[config.mk]
export PLATFORM = sky130hd
export DESIGN_NAME = accel_gesture_orientation_detector
export DESIGN_NICKNAME = d
export VERILOG_FILES = /design/src/hdl/agod_pkg.sv /design/src/hdl/agod_fifo.sv /design/src/hdl/agod_front.sv /design/src/hdl/agod_back.sv /design/src/hdl/accel_gesture_orientation_detector.sv
export SDC_FILE = /design/constraint.sdc
export NUM_CORES = 2
export LEC_CHECK = 0
export BUFFER_PORTS_ARGS = -buffer_cell sky130_fd_sc_hd__buf_2
export CAP_MARGIN = 20
export CORE_MARGIN = 2
export CORE_UTILIZATION = 35
export DETAILED_ROUTE_END_ITERATION = 6
export PLACE_DENSITY = 0.58
export SLEW_MARGIN = 10
export SYNTH_ARGS = -nofsm -noshare
export SYNTH_HDL_FRONTEND = slang
export SYNTH_SLANG_ARGS = --single-unit
[constraint.sdc]
create_clock -name clk -period 17.2 [get_ports clk]
set_input_delay 1.72 -clock clk [delete_from_list [all_inputs] [get_ports clk]]
set_output_delay 1.72 -clock clk [all_outputs]
set_load 0.01 [all_outputs]
[src/hdl/agod_pkg.sv]
`timescale 1ns / 1ps
// Shared types and constants for the accelerometer gesture/orientation detector.
// No dependencies.
package agod_pkg;

  localparam logic KIND_SAMPLE = 1'b0;
  localparam logic KIND_CLEAR  = 1'b1;

  localparam logic [1:0] EV_NONE   = 2'd0;
  localparam logic [1:0] EV_SHAKE  = 2'd1;
  localparam logic [1:0] EV_SUDDEN = 2'd2;

  localparam logic [2:0] OR_UNKNOWN   = 3'd0;
  localparam logic [2:0] OR_FLAT      = 3'd1;
  localparam logic [2:0] OR_UPSIDE    = 3'd2;
  localparam logic [2:0] OR_PORTRAIT  = 3'd3;
  localparam logic [2:0] OR_PORT_INV  = 3'd4;
  localparam logic [2:0] OR_LAND_RT   = 3'd5;
  localparam logic [2:0] OR_LAND_LT   = 3'd6;

  localparam logic [2:0] CFG_MOTION_ENABLE   = 3'd0;
  localparam logic [2:0] CFG_SHAKE_THRESHOLD = 3'd1;
  localparam logic [2:0] CFG_COOLDOWN_MS     = 3'd2;
  localparam logic [2:0] CFG_OFFSET_X        = 3'd3;
  localparam logic [2:0] CFG_OFFSET_Y        = 3'd4;
  localparam logic [2:0] CFG_OFFSET_Z        = 3'd5;

  localparam logic        ENABLE_RST    = 1'b1;
  localparam logic [14:0] THRESHOLD_RST = 15'd2560;
  localparam logic [15:0] COOLDOWN_RST  = 16'd500;

  // limits in 1/128 m/s^2 units
  localparam int ORIENT_LIMIT  = 896;
  localparam int SUDDEN_LIMIT  = 1536;
  localparam int STILL_LOW_SQ  = 1271663;
  localparam int STILL_HIGH_SQ = 1914570;

  localparam int QUEUE_DEPTH = 4;

  // per-word classification handed from the front end to the back end
  typedef struct packed {
    logic        kind;
    logic [31:0] now_ms;
    logic [31:0] mag_sq;
    logic [2:0]  orientation;
    logic        stationary;
    logic        over_thr;
    logic        sudden;
  } agod_cls_t;

endpackage

[src/hdl/agod_fifo.sv]
`timescale 1ns / 1ps
// Small FIFO between front end and back end.
// Generic width and depth; no package dependency.
module agod_fifo #(
  parameter int W     = 8,
  parameter int DEPTH = 4
) (
  input  logic         clk,
  input  logic         rst_n,
  input  logic         push_valid,
  output logic         push_ready,
  input  logic [W-1:0] push_data,
  output logic         pop_valid,
  input  logic         pop_ready,
  output logic [W-1:0] pop_data
);

  localparam int PW = (DEPTH > 1) ? $clog2(DEPTH) : 1;
  localparam int CW = $clog2(DEPTH + 1);

  logic [W-1:0]  mem_r [DEPTH];
  logic [PW-1:0] wr_ptr_r, wr_ptr_nxt;
  logic [PW-1:0] rd_ptr_r, rd_ptr_nxt;
  logic [CW-1:0] count_r, count_nxt;
  logic          push, pop;

  assign push_ready = (count_r != CW'(DEPTH));
  assign pop_valid  = (count_r != '0);
  assign pop_data   = mem_r[rd_ptr_r];
  assign push       = push_valid && push_ready;
  assign pop        = pop_valid && pop_ready;

  always_comb begin
    wr_ptr_nxt = wr_ptr_r;
    rd_ptr_nxt = rd_ptr_r;
    count_nxt  = count_r;
    if (push) begin
      wr_ptr_nxt = (wr_ptr_r == PW'(DEPTH - 1)) ? '0 : wr_ptr_r + 1'b1;
    end
    if (pop) begin
      rd_ptr_nxt = (rd_ptr_r == PW'(DEPTH - 1)) ? '0 : rd_ptr_r + 1'b1;
    end
    if (push && !pop) begin
      count_nxt = count_r + 1'b1;
    end else if (pop && !push) begin
      count_nxt = count_r - 1'b1;
    end
  end

  always_ff @(posedge clk) begin
    if (!rst_n) begin
      wr_ptr_r <= '0;
      rd_ptr_r <= '0;
      count_r  <= '0;
    end else begin
      wr_ptr_r <= wr_ptr_nxt;
      rd_ptr_r <= rd_ptr_nxt;
      count_r  <= count_nxt;
    end
  end

  always_ff @(posedge clk) begin
    if (push) begin
      mem_r[wr_ptr_r] <= push_data;
    end
  end

  a_count_bound: assert property (@(posedge clk) disable iff (!rst_n)
    count_r <= CW'(DEPTH))
    else $error("fifo count above depth");

endmodule

[src/hdl/agod_front.sv]
`timescale 1ns / 1ps
// Front end: offset correction, squares, magnitude and classification pipeline.
// Uses agod_pkg; feeds agod_fifo.
module agod_front
  import agod_pkg::*;
#(
  parameter int AW = 16
) (
  input  logic                 clk,
  input  logic                 rst_n,
  input  logic                 in_valid,
  output logic                 in_ready,
  input  logic                 in_kind,
  input  logic signed [AW-1:0] in_raw_x,
  input  logic signed [AW-1:0] in_raw_y,
  input  logic signed [AW-1:0] in_raw_z,
  input  logic [31:0]          in_now_ms,
  input  logic signed [AW-1:0] offset_x,
  input  logic signed [AW-1:0] offset_y,
  input  logic signed [AW-1:0] offset_z,
  input  logic [14:0]          shake_threshold,
  output logic                 push_valid,
  input  logic                 push_ready,
  output agod_cls_t            push_cls,
  output logic [3*AW-1:0]      push_axes
);

  localparam int SQW  = 2 * AW;
  localparam int SW   = 2 * AW + 1;
  localparam int CMPW = (SW > 32) ? SW : 32;

  function automatic logic signed [AW-1:0] sat_sub(logic signed [AW-1:0] a,
                                                   logic signed [AW-1:0] b);
    logic signed [AW:0] d;
    d = {a[AW-1], a} - {b[AW-1], b};
    if (d[AW] != d[AW-1]) begin
      return d[AW] ? {1'b1, {(AW-1){1'b0}}} : {1'b0, {(AW-1){1'b1}}};
    end
    return d[AW-1:0];
  endfunction

  function automatic logic [AW:0] abs_ext(logic signed [AW-1:0] v);
    logic signed [AW:0] e;
    e = {v[AW-1], v};
    return v[AW-1] ? $unsigned(-e) : $unsigned(e);
  endfunction

  function automatic logic signed [31:0] sx32(logic signed [AW-1:0] v);
    return {{(32-AW){v[AW-1]}}, v};
  endfunction

  // stage 1: corrected axes
  logic                 s1_v_r, s1_kind_r;
  logic [31:0]          s1_now_r;
  logic signed [AW-1:0] s1_x_r, s1_y_r, s1_z_r;
  // stage 2: squares, orientation, sudden flag
  logic                 s2_v_r, s2_kind_r;
  logic [31:0]          s2_now_r;
  logic signed [AW-1:0] s2_x_r, s2_y_r, s2_z_r;
  logic [2*AW-1:0]      s2_sqx_r, s2_sqy_r, s2_sqz_r;
  logic [2:0]           s2_orient_r;
  logic                 s2_sudden_r;
  // stage 3: magnitude and compares, queue input
  logic                 s3_v_r;
  agod_cls_t            s3_cls_r;
  logic [3*AW-1:0]      s3_axes_r;

  logic [29:0]          thr_sq_r;
  logic                 s1_rdy, s2_rdy, s3_rdy;

  assign s3_rdy   = !s3_v_r || push_ready;
  assign s2_rdy   = !s2_v_r || s3_rdy;
  assign s1_rdy   = !s1_v_r || s2_rdy;
  assign in_ready = s1_rdy;

  assign push_valid = s3_v_r;
  assign push_cls   = s3_cls_r;
  assign push_axes  = s3_axes_r;

  // stage 2 combinational
  logic [AW:0]            ax, ay, az;
  logic [2:0]             orient_c;
  logic                   sudden_c;
  logic signed [2*AW-1:0] px, py, pz;

  always_comb begin
    ax = abs_ext(s1_x_r);
    ay = abs_ext(s1_y_r);
    az = abs_ext(s1_z_r);
    px = SQW'(s1_x_r) * SQW'(s1_x_r);
    py = SQW'(s1_y_r) * SQW'(s1_y_r);
    pz = SQW'(s1_z_r) * SQW'(s1_z_r);
    orient_c = OR_UNKNOWN;
    if (az > ax && az > ay) begin
      if (sx32(s1_z_r) > ORIENT_LIMIT) begin
        orient_c = OR_FLAT;
      end else if (sx32(s1_z_r) < -ORIENT_LIMIT) begin
        orient_c = OR_UPSIDE;
      end
    end else if (ay > ax && ay > az) begin
      if (sx32(s1_y_r) > ORIENT_LIMIT) begin
        orient_c = OR_PORTRAIT;
      end else if (sx32(s1_y_r) < -ORIENT_LIMIT) begin
        orient_c = OR_PORT_INV;
      end
    end else if (ax > ay && ax > az) begin
      if (sx32(s1_x_r) > ORIENT_LIMIT) begin
        orient_c = OR_LAND_RT;
      end else if (sx32(s1_x_r) < -ORIENT_LIMIT) begin
        orient_c = OR_LAND_LT;
      end
    end
    sudden_c = (32'(ax) > SUDDEN_LIMIT) || (32'(ay) > SUDDEN_LIMIT) ||
               (32'(az) > SUDDEN_LIMIT);
  end

  // stage 3 combinational
  logic [SW-1:0]   sum_c;
  logic [CMPW-1:0] sum_w;
  logic [31:0]     mag_c;

  always_comb begin
    sum_c = SW'(s2_sqx_r) + SW'(s2_sqy_r) + SW'(s2_sqz_r);
    sum_w = CMPW'(sum_c);
    mag_c = (sum_w > CMPW'(64'hFFFF_FFFF)) ? 32'hFFFF_FFFF : sum_w[31:0];
  end

  always_ff @(posedge clk) begin
    thr_sq_r <= 30'(shake_threshold) * 30'(shake_threshold);
  end

  always_ff @(posedge clk) begin
    if (!rst_n) begin
      s1_v_r <= 1'b0;
      s2_v_r <= 1'b0;
      s3_v_r <= 1'b0;
    end else begin
      if (s1_rdy) s1_v_r <= in_valid;
      if (s2_rdy) s2_v_r <= s1_v_r;
      if (s3_rdy) s3_v_r <= s2_v_r;
    end
  end

  always_ff @(posedge clk) begin
    if (s1_rdy) begin
      s1_kind_r <= in_kind;
      s1_now_r  <= in_now_ms;
      s1_x_r    <= sat_sub(in_raw_x, offset_x);
      s1_y_r    <= sat_sub(in_raw_y, offset_y);
      s1_z_r    <= sat_sub(in_raw_z, offset_z);
    end
    if (s2_rdy) begin
      s2_kind_r   <= s1_kind_r;
      s2_now_r    <= s1_now_r;
      s2_x_r      <= s1_x_r;
      s2_y_r      <= s1_y_r;
      s2_z_r      <= s1_z_r;
      s2_sqx_r    <= $unsigned(px);
      s2_sqy_r    <= $unsigned(py);
      s2_sqz_r    <= $unsigned(pz);
      s2_orient_r <= orient_c;
      s2_sudden_r <= sudden_c;
    end
    if (s3_rdy) begin
      s3_cls_r.kind        <= s2_kind_r;
      s3_cls_r.now_ms      <= s2_now_r;
      s3_cls_r.mag_sq      <= mag_c;
      s3_cls_r.orientation <= s2_orient_r;
      s3_cls_r.stationary  <= (sum_w >= CMPW'(STILL_LOW_SQ)) &&
                              (sum_w <= CMPW'(STILL_HIGH_SQ));
      s3_cls_r.over_thr    <= sum_w > CMPW'(thr_sq_r);
      s3_cls_r.sudden      <= s2_sudden_r;
      s3_axes_r            <= {s2_x_r, s2_y_r, s2_z_r};
    end
  end

endmodule

[src/hdl/agod_back.sv]
`timescale 1ns / 1ps
// Back end: shake state, cooldown, stored values and the result register.
// Uses agod_pkg; drained from agod_fifo.
module agod_back
  import agod_pkg::*;
#(
  parameter int AW = 16
) (
  input  logic                 clk,
  input  logic                 rst_n,
  input  logic                 pop_valid,
  output logic                 pop_ready,
  input  agod_cls_t            pop_cls,
  input  logic [3*AW-1:0]      pop_axes,
  input  logic                 motion_enable,
  input  logic [15:0]          cooldown_ms,
  output logic                 out_valid,
  input  logic                 out_ready,
  output logic                 out_updated,
  output logic [1:0]           out_event_res,
  output logic                 out_shake_pulse,
  output logic [2:0]           out_orientation,
  output logic                 out_stationary,
  output logic [31:0]          out_magnitude_sq,
  output logic signed [AW-1:0] out_accel_x,
  output logic signed [AW-1:0] out_accel_y,
  output logic signed [AW-1:0] out_accel_z
);

  logic                 out_valid_r;
  logic                 updated_r, updated_nxt;
  logic                 pulse_r, pulse_nxt;
  logic signed [AW-1:0] x_r, y_r, z_r, x_nxt, y_nxt, z_nxt;
  logic [31:0]          mag_r, mag_nxt;
  logic [2:0]           orient_r, orient_nxt;
  logic                 still_r, still_nxt;
  logic                 shaking_r, shaking_nxt;
  logic [31:0]          last_shake_r, last_shake_nxt;
  logic [1:0]           event_r, event_nxt;
  logic [31:0]          elapsed;
  logic                 cool_ok;
  logic                 pop;

  assign pop_ready = !out_valid_r || out_ready;
  assign pop       = pop_valid && pop_ready;
  assign elapsed   = pop_cls.now_ms - last_shake_r;
  assign cool_ok   = elapsed >= {16'd0, cooldown_ms};

  always_comb begin
    updated_nxt    = 1'b0;
    pulse_nxt      = 1'b0;
    x_nxt          = x_r;
    y_nxt          = y_r;
    z_nxt          = z_r;
    mag_nxt        = mag_r;
    orient_nxt     = orient_r;
    still_nxt      = still_r;
    shaking_nxt    = shaking_r;
    last_shake_nxt = last_shake_r;
    event_nxt      = event_r;
    if (pop_cls.kind == KIND_CLEAR) begin
      event_nxt      = EV_NONE;
      shaking_nxt    = 1'b0;
      last_shake_nxt = '0;
    end else if (motion_enable) begin
      updated_nxt = 1'b1;
      event_nxt   = EV_NONE;
      x_nxt       = pop_axes[3*AW-1:2*AW];
      y_nxt       = pop_axes[2*AW-1:AW];
      z_nxt       = pop_axes[AW-1:0];
      mag_nxt     = pop_cls.mag_sq;
      orient_nxt  = pop_cls.orientation;
      still_nxt   = pop_cls.stationary;
      // shake edge only outside the cooldown window
      if (cool_ok) begin
        if (pop_cls.over_thr) begin
          if (!shaking_r) begin
            shaking_nxt    = 1'b1;
            last_shake_nxt = pop_cls.now_ms;
            event_nxt      = EV_SHAKE;
            pulse_nxt      = 1'b1;
          end
        end else begin
          shaking_nxt = 1'b0;
        end
      end
      if (pop_cls.sudden) begin
        event_nxt = EV_SUDDEN;
      end
    end
  end

  always_ff @(posedge clk) begin
    if (!rst_n) begin
      out_valid_r  <= 1'b0;
      x_r          <= '0;
      y_r          <= '0;
      z_r          <= '0;
      mag_r        <= '0;
      orient_r     <= OR_UNKNOWN;
      still_r      <= 1'b0;
      shaking_r    <= 1'b0;
      last_shake_r <= '0;
      event_r      <= EV_NONE;
    end else begin
      if (pop_ready) out_valid_r <= pop_valid;
      if (pop) begin
        x_r          <= x_nxt;
        y_r          <= y_nxt;
        z_r          <= z_nxt;
        mag_r        <= mag_nxt;
        orient_r     <= orient_nxt;
        still_r      <= still_nxt;
        shaking_r    <= shaking_nxt;
        last_shake_r <= last_shake_nxt;
        event_r      <= event_nxt;
      end
    end
  end

  always_ff @(posedge clk) begin
    if (pop) begin
      updated_r <= updated_nxt;
      pulse_r   <= pulse_nxt;
    end
  end

  assign out_valid        = out_valid_r;
  assign out_updated      = updated_r;
  assign out_shake_pulse  = pulse_r;
  assign out_event_res    = event_r;
  assign out_orientation  = orient_r;
  assign out_stationary   = still_r;
  assign out_magnitude_sq = mag_r;
  assign out_accel_x      = x_r;
  assign out_accel_y      = y_r;
  assign out_accel_z      = z_r;

  a_pulse_event: assert property (@(posedge clk) disable iff (!rst_n)
    (out_valid && out_shake_pulse) |-> (out_updated && out_event_res != EV_NONE))
    else $error("shake pulse without update or event");

  a_clear: assert property (@(posedge clk) disable iff (!rst_n)
    (pop && pop_cls.kind == KIND_CLEAR) |=> (!shaking_r && last_shake_r == '0))
    else $error("clear word left shake state set");

  a_shake_time: assert property (@(posedge clk) disable iff (!rst_n)
    (last_shake_r != $past(last_shake_r)) |-> $past(pop))
    else $error("shake time changed without a word");

endmodule

[src/hdl/accel_gesture_orientation_detector.sv]
`timescale 1ns / 1ps
// Accelerometer shake / orientation detector: config registers, front end, queue, back end.
// Uses agod_pkg, agod_front, agod_fifo, agod_back.
// Path: a result word passes three front-end pipeline stages, the queue write and
// the back-end result register after its input word is taken.
// Throughput: one word per cycle unless out_ready stalls; shake state is updated per word.
// Reset (rst_n low, synchronous): clears pipeline, queue, detector state and loads
// config defaults. No clearing pass; the block accepts words right after reset.
module accel_gesture_orientation_detector
  import agod_pkg::*;
#(
  parameter int AXIS_WIDTH = 16
) (
  input  logic                         clk,
  input  logic                         rst_n,
  input  logic                         in_valid,
  output logic                         in_ready,
  input  logic                         in_kind,
  input  logic signed [AXIS_WIDTH-1:0] in_raw_x,
  input  logic signed [AXIS_WIDTH-1:0] in_raw_y,
  input  logic signed [AXIS_WIDTH-1:0] in_raw_z,
  input  logic [31:0]                  in_now_ms,
  output logic                         out_valid,
  input  logic                         out_ready,
  output logic                         out_updated,
  output logic [1:0]                   out_event_res,
  output logic                         out_shake_pulse,
  output logic [2:0]                   out_orientation,
  output logic                         out_stationary,
  output logic [31:0]                  out_magnitude_sq,
  output logic signed [AXIS_WIDTH-1:0] out_accel_x,
  output logic signed [AXIS_WIDTH-1:0] out_accel_y,
  output logic signed [AXIS_WIDTH-1:0] out_accel_z,
  input  logic                         cfg_valid,
  output logic                         cfg_ready,
  input  logic [2:0]                   cfg_index,
  input  logic [(AXIS_WIDTH > 16 ? AXIS_WIDTH : 16)-1:0] cfg_data
);

  localparam int AW = AXIS_WIDTH;
  localparam int QW = $bits(agod_cls_t) + 3 * AW;

  logic                 motion_enable_r;
  logic [14:0]          shake_threshold_r;
  logic [15:0]          cooldown_ms_r;
  logic signed [AW-1:0] offset_x_r, offset_y_r, offset_z_r;

  assign cfg_ready = 1'b1;

  always_ff @(posedge clk) begin
    if (!rst_n) begin
      motion_enable_r   <= ENABLE_RST;
      shake_threshold_r <= THRESHOLD_RST;
      cooldown_ms_r     <= COOLDOWN_RST;
      offset_x_r        <= '0;
      offset_y_r        <= '0;
      offset_z_r        <= '0;
    end else if (cfg_valid && cfg_ready) begin
      case (cfg_index)
        CFG_MOTION_ENABLE:   motion_enable_r   <= cfg_data[0];
        CFG_SHAKE_THRESHOLD: shake_threshold_r <= cfg_data[14:0];
        CFG_COOLDOWN_MS:     cooldown_ms_r     <= cfg_data[15:0];
        CFG_OFFSET_X:        offset_x_r        <= cfg_data[AW-1:0];
        CFG_OFFSET_Y:        offset_y_r        <= cfg_data[AW-1:0];
        CFG_OFFSET_Z:        offset_z_r        <= cfg_data[AW-1:0];
        default: ;
      endcase
    end
  end

  logic            push_valid, push_ready;
  agod_cls_t       push_cls;
  logic [3*AW-1:0] push_axes;
  logic            pop_valid, pop_ready;
  logic [QW-1:0]   pop_data;
  agod_cls_t       pop_cls;
  logic [3*AW-1:0] pop_axes;

  agod_front #(.AW(AW)) u_front (
    .clk             (clk),
    .rst_n           (rst_n),
    .in_valid        (in_valid),
    .in_ready        (in_ready),
    .in_kind         (in_kind),
    .in_raw_x        (in_raw_x),
    .in_raw_y        (in_raw_y),
    .in_raw_z        (in_raw_z),
    .in_now_ms       (in_now_ms),
    .offset_x        (offset_x_r),
    .offset_y        (offset_y_r),
    .offset_z        (offset_z_r),
    .shake_threshold (shake_threshold_r),
    .push_valid      (push_valid),
    .push_ready      (push_ready),
    .push_cls        (push_cls),
    .push_axes       (push_axes)
  );

  agod_fifo #(.W(QW), .DEPTH(QUEUE_DEPTH)) u_queue (
    .clk        (clk),
    .rst_n      (rst_n),
    .push_valid (push_valid),
    .push_ready (push_ready),
    .push_data  ({push_cls, push_axes}),
    .pop_valid  (pop_valid),
    .pop_ready  (pop_ready),
    .pop_data   (pop_data)
  );

  assign pop_cls  = pop_data[QW-1:3*AW];
  assign pop_axes = pop_data[3*AW-1:0];

  agod_back #(.AW(AW)) u_back (
    .clk              (clk),
    .rst_n            (rst_n),
    .pop_valid        (pop_valid),
    .pop_ready        (pop_ready),
    .pop_cls          (pop_cls),
    .pop_axes         (pop_axes),
    .motion_enable    (motion_enable_r),
    .cooldown_ms      (cooldown_ms_r),
    .out_valid        (out_valid),
    .out_ready        (out_ready),
    .out_updated      (out_updated),
    .out_event_res    (out_event_res),
    .out_shake_pulse  (out_shake_pulse),
    .out_orientation  (out_orientation),
    .out_stationary   (out_stationary),
    .out_magnitude_sq (out_magnitude_sq),
    .out_accel_x      (out_accel_x),
    .out_accel_y      (out_accel_y),
    .out_accel_z      (out_accel_z)
  );

endmodule

---- Word level (Yosys, flattened, before mapping) ----
Memories as Yosys holds them, arrays and structs flattened. A register that Yosys moved wholly into a read port is not among the register bits.
Cells that the tools add are included.
cells by class
  $add $sub $neg .......................... 13
  $mul .................................... 4
  $lt $le $gt $ge ......................... 20
  eq/ne operators ......................... 12
  mux-type cells .......................... 52
  bitwise gates (word level) .............. 4
  reduce and logical (&&, ||, !) cells .... 37
operators with widths
  kind                    number
  $mux W32                5
  $mux W16                9
  $gt A17 B17 Y1          6
  $mul A16 B16 Y32        3
  $gt A17 B11 Y1 const B  3
  $mux W17                3
  $neg A16 Y17            3
  $sub A16 B16 Y17        3
  $gt A16 B11 Y1 const B  3
  $lt A16 B11 Y1 const B  3
  $add A32 B32 Y33        1
  $add A33 B32 Y33        1
  $ge A33 B21 Y1 const B  1
  $gt A33 B30 Y1          1
  $gt A33 B32 Y1 const B  1
  $le A33 B21 Y1 const B  1
  $ge A32 B16 Y1          1
  $sub A32 B32 Y32        1
  $mul A15 B15 Y30        1
  $mux W3                 10
  $mux W2                 10
  $mux W1                 15
  $reduce_and A2 Y1       7
  $logic_and A1 B1 Y1     8
  other kinds (19)        42
storage, ports and cells
  register bits ........................... 623
  RAM bits ................................ 476
  logic and storage cells ................. 191
  memories ................................ 1
memories
  name           words  width  read ports  clocked after Yosys merged registers in  write ports  line             text
  u_queue.mem_r  4      119    1           1                                        1            agod_fifo.sv:21  logic [W-1:0] mem_r [DEPTH];

---- Longest topological paths before layout ----
  word-level depth ........................ 7
  mapped depth ............................ 28

---- Cells and area by module ----
From an unflattened synthesis, not the netlist that was laid out.
unflattened totals
  cell total of the unflattened synthesis .. 6992
  area, all modules ....................... 80439.6 µm²
by module, submodules not included
  module                              instances  cells each  area an instance (µm²)  sequential area each (µm²)
  agod_front                          1          5168        52803.1                 11901.4
  agod_fifo                           1          672         17628.2                 14473.9
  agod_back                           1          856         6954.2                  2462.4
  accel_gesture_orientation_detector  1          296         3054.2                  1601.5

---- Worst setup path after synthesis ----
OpenSTA, ideal clock, no wires.
  path type ............................... register -> register
  from .................................... register u_front.s1_y_r[15]
  to ...................................... register u_front.s2_sqy_r[31], data pin
  library setup time ...................... 260 ps
  data arrival time ....................... 7114 ps
  setup slack ............................. 9826 ps
  stages on the path, launching flop included .. 25
  buffers on the path ..................... 3
  clock period less this slack ............ 7374 ps
  path through ............................ edfxtp_1 > clkbuf_1 > inv_1 > clkbuf_1 > clkbuf_1 > nor2_1 > fa_1 > fa_1 > inv_1 > fa_1 > fa_1 > fa_1 > fa_1 > inv_1 > ha_1 > nand2_1 > nand2_1 > a21o_1 > a21o_1 > or3_1 > a2111oi_0 > o31ai_1 > a221o_1 > a21oi_1 > xnor2_1
on the way
  longest elaborated chain between the ends .. 1
ends and longest elaborated chain
  item                    line               text
  start, declared         agod_front.sv:55   logic signed [AW-1:0] s1_x_r, s1_y_r, s1_z_r;
  start signal, assigned  agod_front.sv:149  s1_y_r <= sat_sub(in_raw_y, offset_y);
  $mul A16 B16 Y32        agod_front.sv:91   py = SQW'(s1_y_r) * SQW'(s1_y_r);
  net u_front.py[31]      agod_front.sv:84   logic signed [2*AW-1:0] px, py, pz;
  end signal, assigned    agod_front.sv:159  s2_sqy_r <= $unsigned(py);
  end, declared           agod_front.sv:60   logic [2*AW-1:0] s2_sqx_r, s2_sqy_r, s2_sqz_r;
The timed path passes the listed nets, and every way through them passes these cells.
A chain may end at the register's enable or synchronous reset.

---- Worst setup path in the final report ----
  from .................................... register u_front.s1_y_r[1]
  to ...................................... register u_front.s2_sqy_r[31], data pin
Same word-level chain as after synthesis.

==> flow_summary.yaml <==
clocking:
  clock_sinks: 1094
  cts_setup_buffers: 0
  hold_buffers: 0
  cts.repair.resized: 0
  numCtsBuffers: 115
  h-tree-depth: 3
  path_clk_slew_ns: 0.07
  cts-root-buf: "clkbuf_16"
  clk_path_buf_depth: 3
  clock_latency_ns: 0.76
  cts_tree: "done"
timing:
  rsz0062_at_grt: "no"
  hold_ws_ns: 0.405
  min_period_ns: 8.25
  worst_pin_slew_ns: 1.10
  fin_tns_setup_ns: 0
  setup-violations-final: 0
  post-route-period-util_pct: 48.0
  final_max_slew_viol_count: 0
  hold_viol: 0
  clock_skew_ns: 0.0518
  slew_headroom_pct: 26.7
  max_freq_ghz: 0.121
  fin_ws_ns: 8.95
logic_synthesis:
  syn_area_um2: 79500
  netlist_instances: 7050
  synth-edff-count: 853
  synth-seq-cells: 1094
  ys_types: 81
  async_flop_share_pct: 0
  synth-main-ff-cell: "edfxtp_1"
  ys_seq_area_share_pct: 38.3
  synth.avg_cell_area_um2: 11.3
  ys.warnings.count: 0
grt:
  grt_pass1_vias: 54200
  grt_first_pass_wirelength_um: 326000
  track_usage_pct: 18.4
  grt-ovfl-total: 0
  grt_max_degree: 124
  antenna_found_initial: 9
place:
  port_buffers: 194
  gp_congestion: 0.892
  placed_cell_area_um2: 84000
  place_hpwl_um: 159000
  pre_cts_slack_ns: 8.97
routing:
  viasPerCell: 5.02
  wl_um: 211000
  vias: 51700
  drc: 0
  dr.pass1.iters: 6
  antenna_left: 0
  wire_per_inst_um: 20.5
  drtIter0Drc: 3688
floorplanning:
  start_util_pct: 35.3
  ios: 196
  die_area_um2: 231000
  coreArea_um2: 225000
  rows: 174
  die_w_um: 481
  die_y_um: 481
cells_and_area:
  syn_to_final_growth_pct: 10.6
  final_cell_area_um2: 87900
  nets: 8763
  nFillCells: 21700
  layout-drive-gt1-share_pct: 8.57
setup_path:
  crit_type: "reg2reg"
  end_kind: "register"
  crit_required_ns: 17.71
  startpoint_type: "register"
  cp_max_fo: 19
  worst-endpoint-arrival_ns: 8.76
worst_hold_path:
  worstHoldPathType: "reg2reg"
flow_run:
  max_cap_viol_count: 0
status:
  status: "finished clean"
## final cells by class
type                            instances  area, um2  share of cell area [%]
Antenna cell                           11       27.5                  0.0313
Clock buffer                          153       3160                    3.60
Clock inverter                         65        738                   0.840
Inverter                             1369       5150                    5.86
Multi-Input combinational cell       4363      43200                    49.1
Sequential cell                      1094      30400                    34.6
Tap cell                             2992       3740                    4.26
Timing Repair Buffer                  262       1510                    1.71
## Yosys cell counts (30+ instances only)
cell	n	area, um2
inv_1	1351	5070
fa_1	877	17600
edfxtp_1	853	25600
nand2_1	730	2740
ha_1	576	7210
a21oi_1	368	1840
nor2_1	261	980
dfxtp_1	241	4820
xnor2_1	201	1760
clkbuf_1	195	732
and2_1	144	901
o21ai_0	143	716
mux4_2	118	2660
nand3_1	91	455
a21o_1	86	646
xor2_1	85	744
nand4_1	65	407
nand2b_1	63	394
nor3_1	61	305
nor2b_1	40	250
o21bai_1	31	233
or3_1	31	194
o21a_1	30	225
## worst max-delay path: stages, from the launching register on
cell and delay (ns):
edfxtp_1 0.89, clkinv_1 0.48, nor2_1 0.38, fa_1 0.61
fa_1 0.89, inv_1 0.12, fa_1 0.51, fa_1 0.57
fa_1 0.43, fa_1 0.49, inv_1 0.04, ha_1 0.34
nand2_1 0.11, nand2_1 0.08, a21o_1 0.18, a21o_1 0.20
or3_1 0.30, a2111oi_0 0.52, o31ai_1 0.25, a221o_1 0.35
a21oi_1 0.17, xnor2_1 0.07
## through the flow
step | util, % | cells
after floorplan | - | 7052
after global placement | 37.3 | 10100
after detailed placement | 37.3 | 10100
after CTS | 39.0 | 10300
after global routing | 39.0 | 10300
final | 39.0 | 10300
## per-layer routing
layer / up-vias / wire [um] / part of all wire [%] / GRT usage, %
li1: 23600 / - / - / -
met1: 26500 / 91400 / 43 / 24.7
met2: 1321 / 101000 / 48 / 30.8
met3: 286 / 10100 / 4.8 / 1.80
met4: 4 / 8930 / 4.2 / 7.07
met5: - / 27 / 0.013 / 0
## cells in the final DEF (no fill, tap or decap), types with 30 or more instances in the layout
master / netlist / layout
a21o_1: 86 / 86
a21oi_1: 368 / 367
and2_1: 144 / 140
buf_2: 6 / 194
buf_4: 2 / 66
clkbuf_16: 0 / 118
dfxtp_1: 241 / 239
edfxtp_1: 853 / 853
fa_1: 877 / 877
ha_1: 576 / 576
inv_1: 1351 / 1349
mux4_2: 118 / 118
nand2_1: 730 / 728
nand2b_1: 63 / 63
nand3_1: 91 / 90
nand4_1: 65 / 65
nor2_1: 261 / 259
nor2b_1: 40 / 40
nor3_1: 61 / 61
o21a_1: 30 / 30
o21ai_0: 143 / 143
o21bai_1: 31 / 31
or3_1: 31 / 31
xnor2_1: 201 / 201
xor2_1: 85 / 85
## flip-flops by register name (all words and copies together), names as in the netlist, 29 cells and up, named ones only
signal	count
u_back.last_shake_r	32
u_back.out_magnitude_sq	32
u_front.push_axes	48
u_front.push_cls	71
u_front.s1_now_r	32
u_front.s2_now_r	32
u_front.s2_sqx_r	31
u_front.s2_sqy_r	31
u_front.s2_sqz_r	31
u_front.thr_sq_r	29
u_queue.mem_r	476
## cells by family (layout without fill, tap and decap cells)
| logic type | Yosys count | after routing | synth area share (%) |
|---|---|---|---|
| buf+inv | 1595 | 1849 | 7.55 |
| other cells | 2 | 15 | 0.00944 |
| flops | 1094 | 1094 | 38.3 |
| fa+ha+maj | 1453 | 1453 | 31.1 |
| mux | 132 | 132 | 3.52 |
| xor+xnor | 286 | 286 | 3.15 |
| compound gates | 910 | 910 | 7.19 |
| simple gates | 1578 | 1578 | 9.15 |
## path summary, 6_finish.rpt
kind	start	slack, ns	cells after the start	end
setup / recovery	u_front.s1_y_r[1]$_DFFE_PP_	8.95	21	u_front.s2_sqy_r[31]$_DFFE_PP_
hold / removal	u_front.s2_orient_r[1]$_DFFE_PP_	0.41	0	u_front.push_cls[4]$_DFFE_PP_
setup reg to reg	u_front.s1_y_r[1]$_DFFE_PP_	8.95	21	u_front.s2_sqy_r[31]$_DFFE_PP_
hold reg to reg	u_front.s2_orient_r[1]$_DFFE_PP_	0.41	0	u_front.push_cls[4]$_DFFE_PP_
Power is left out: the tool's default activity adds up to more than one toggle a clock period on the data nets, which glitch-free logic cannot reach.
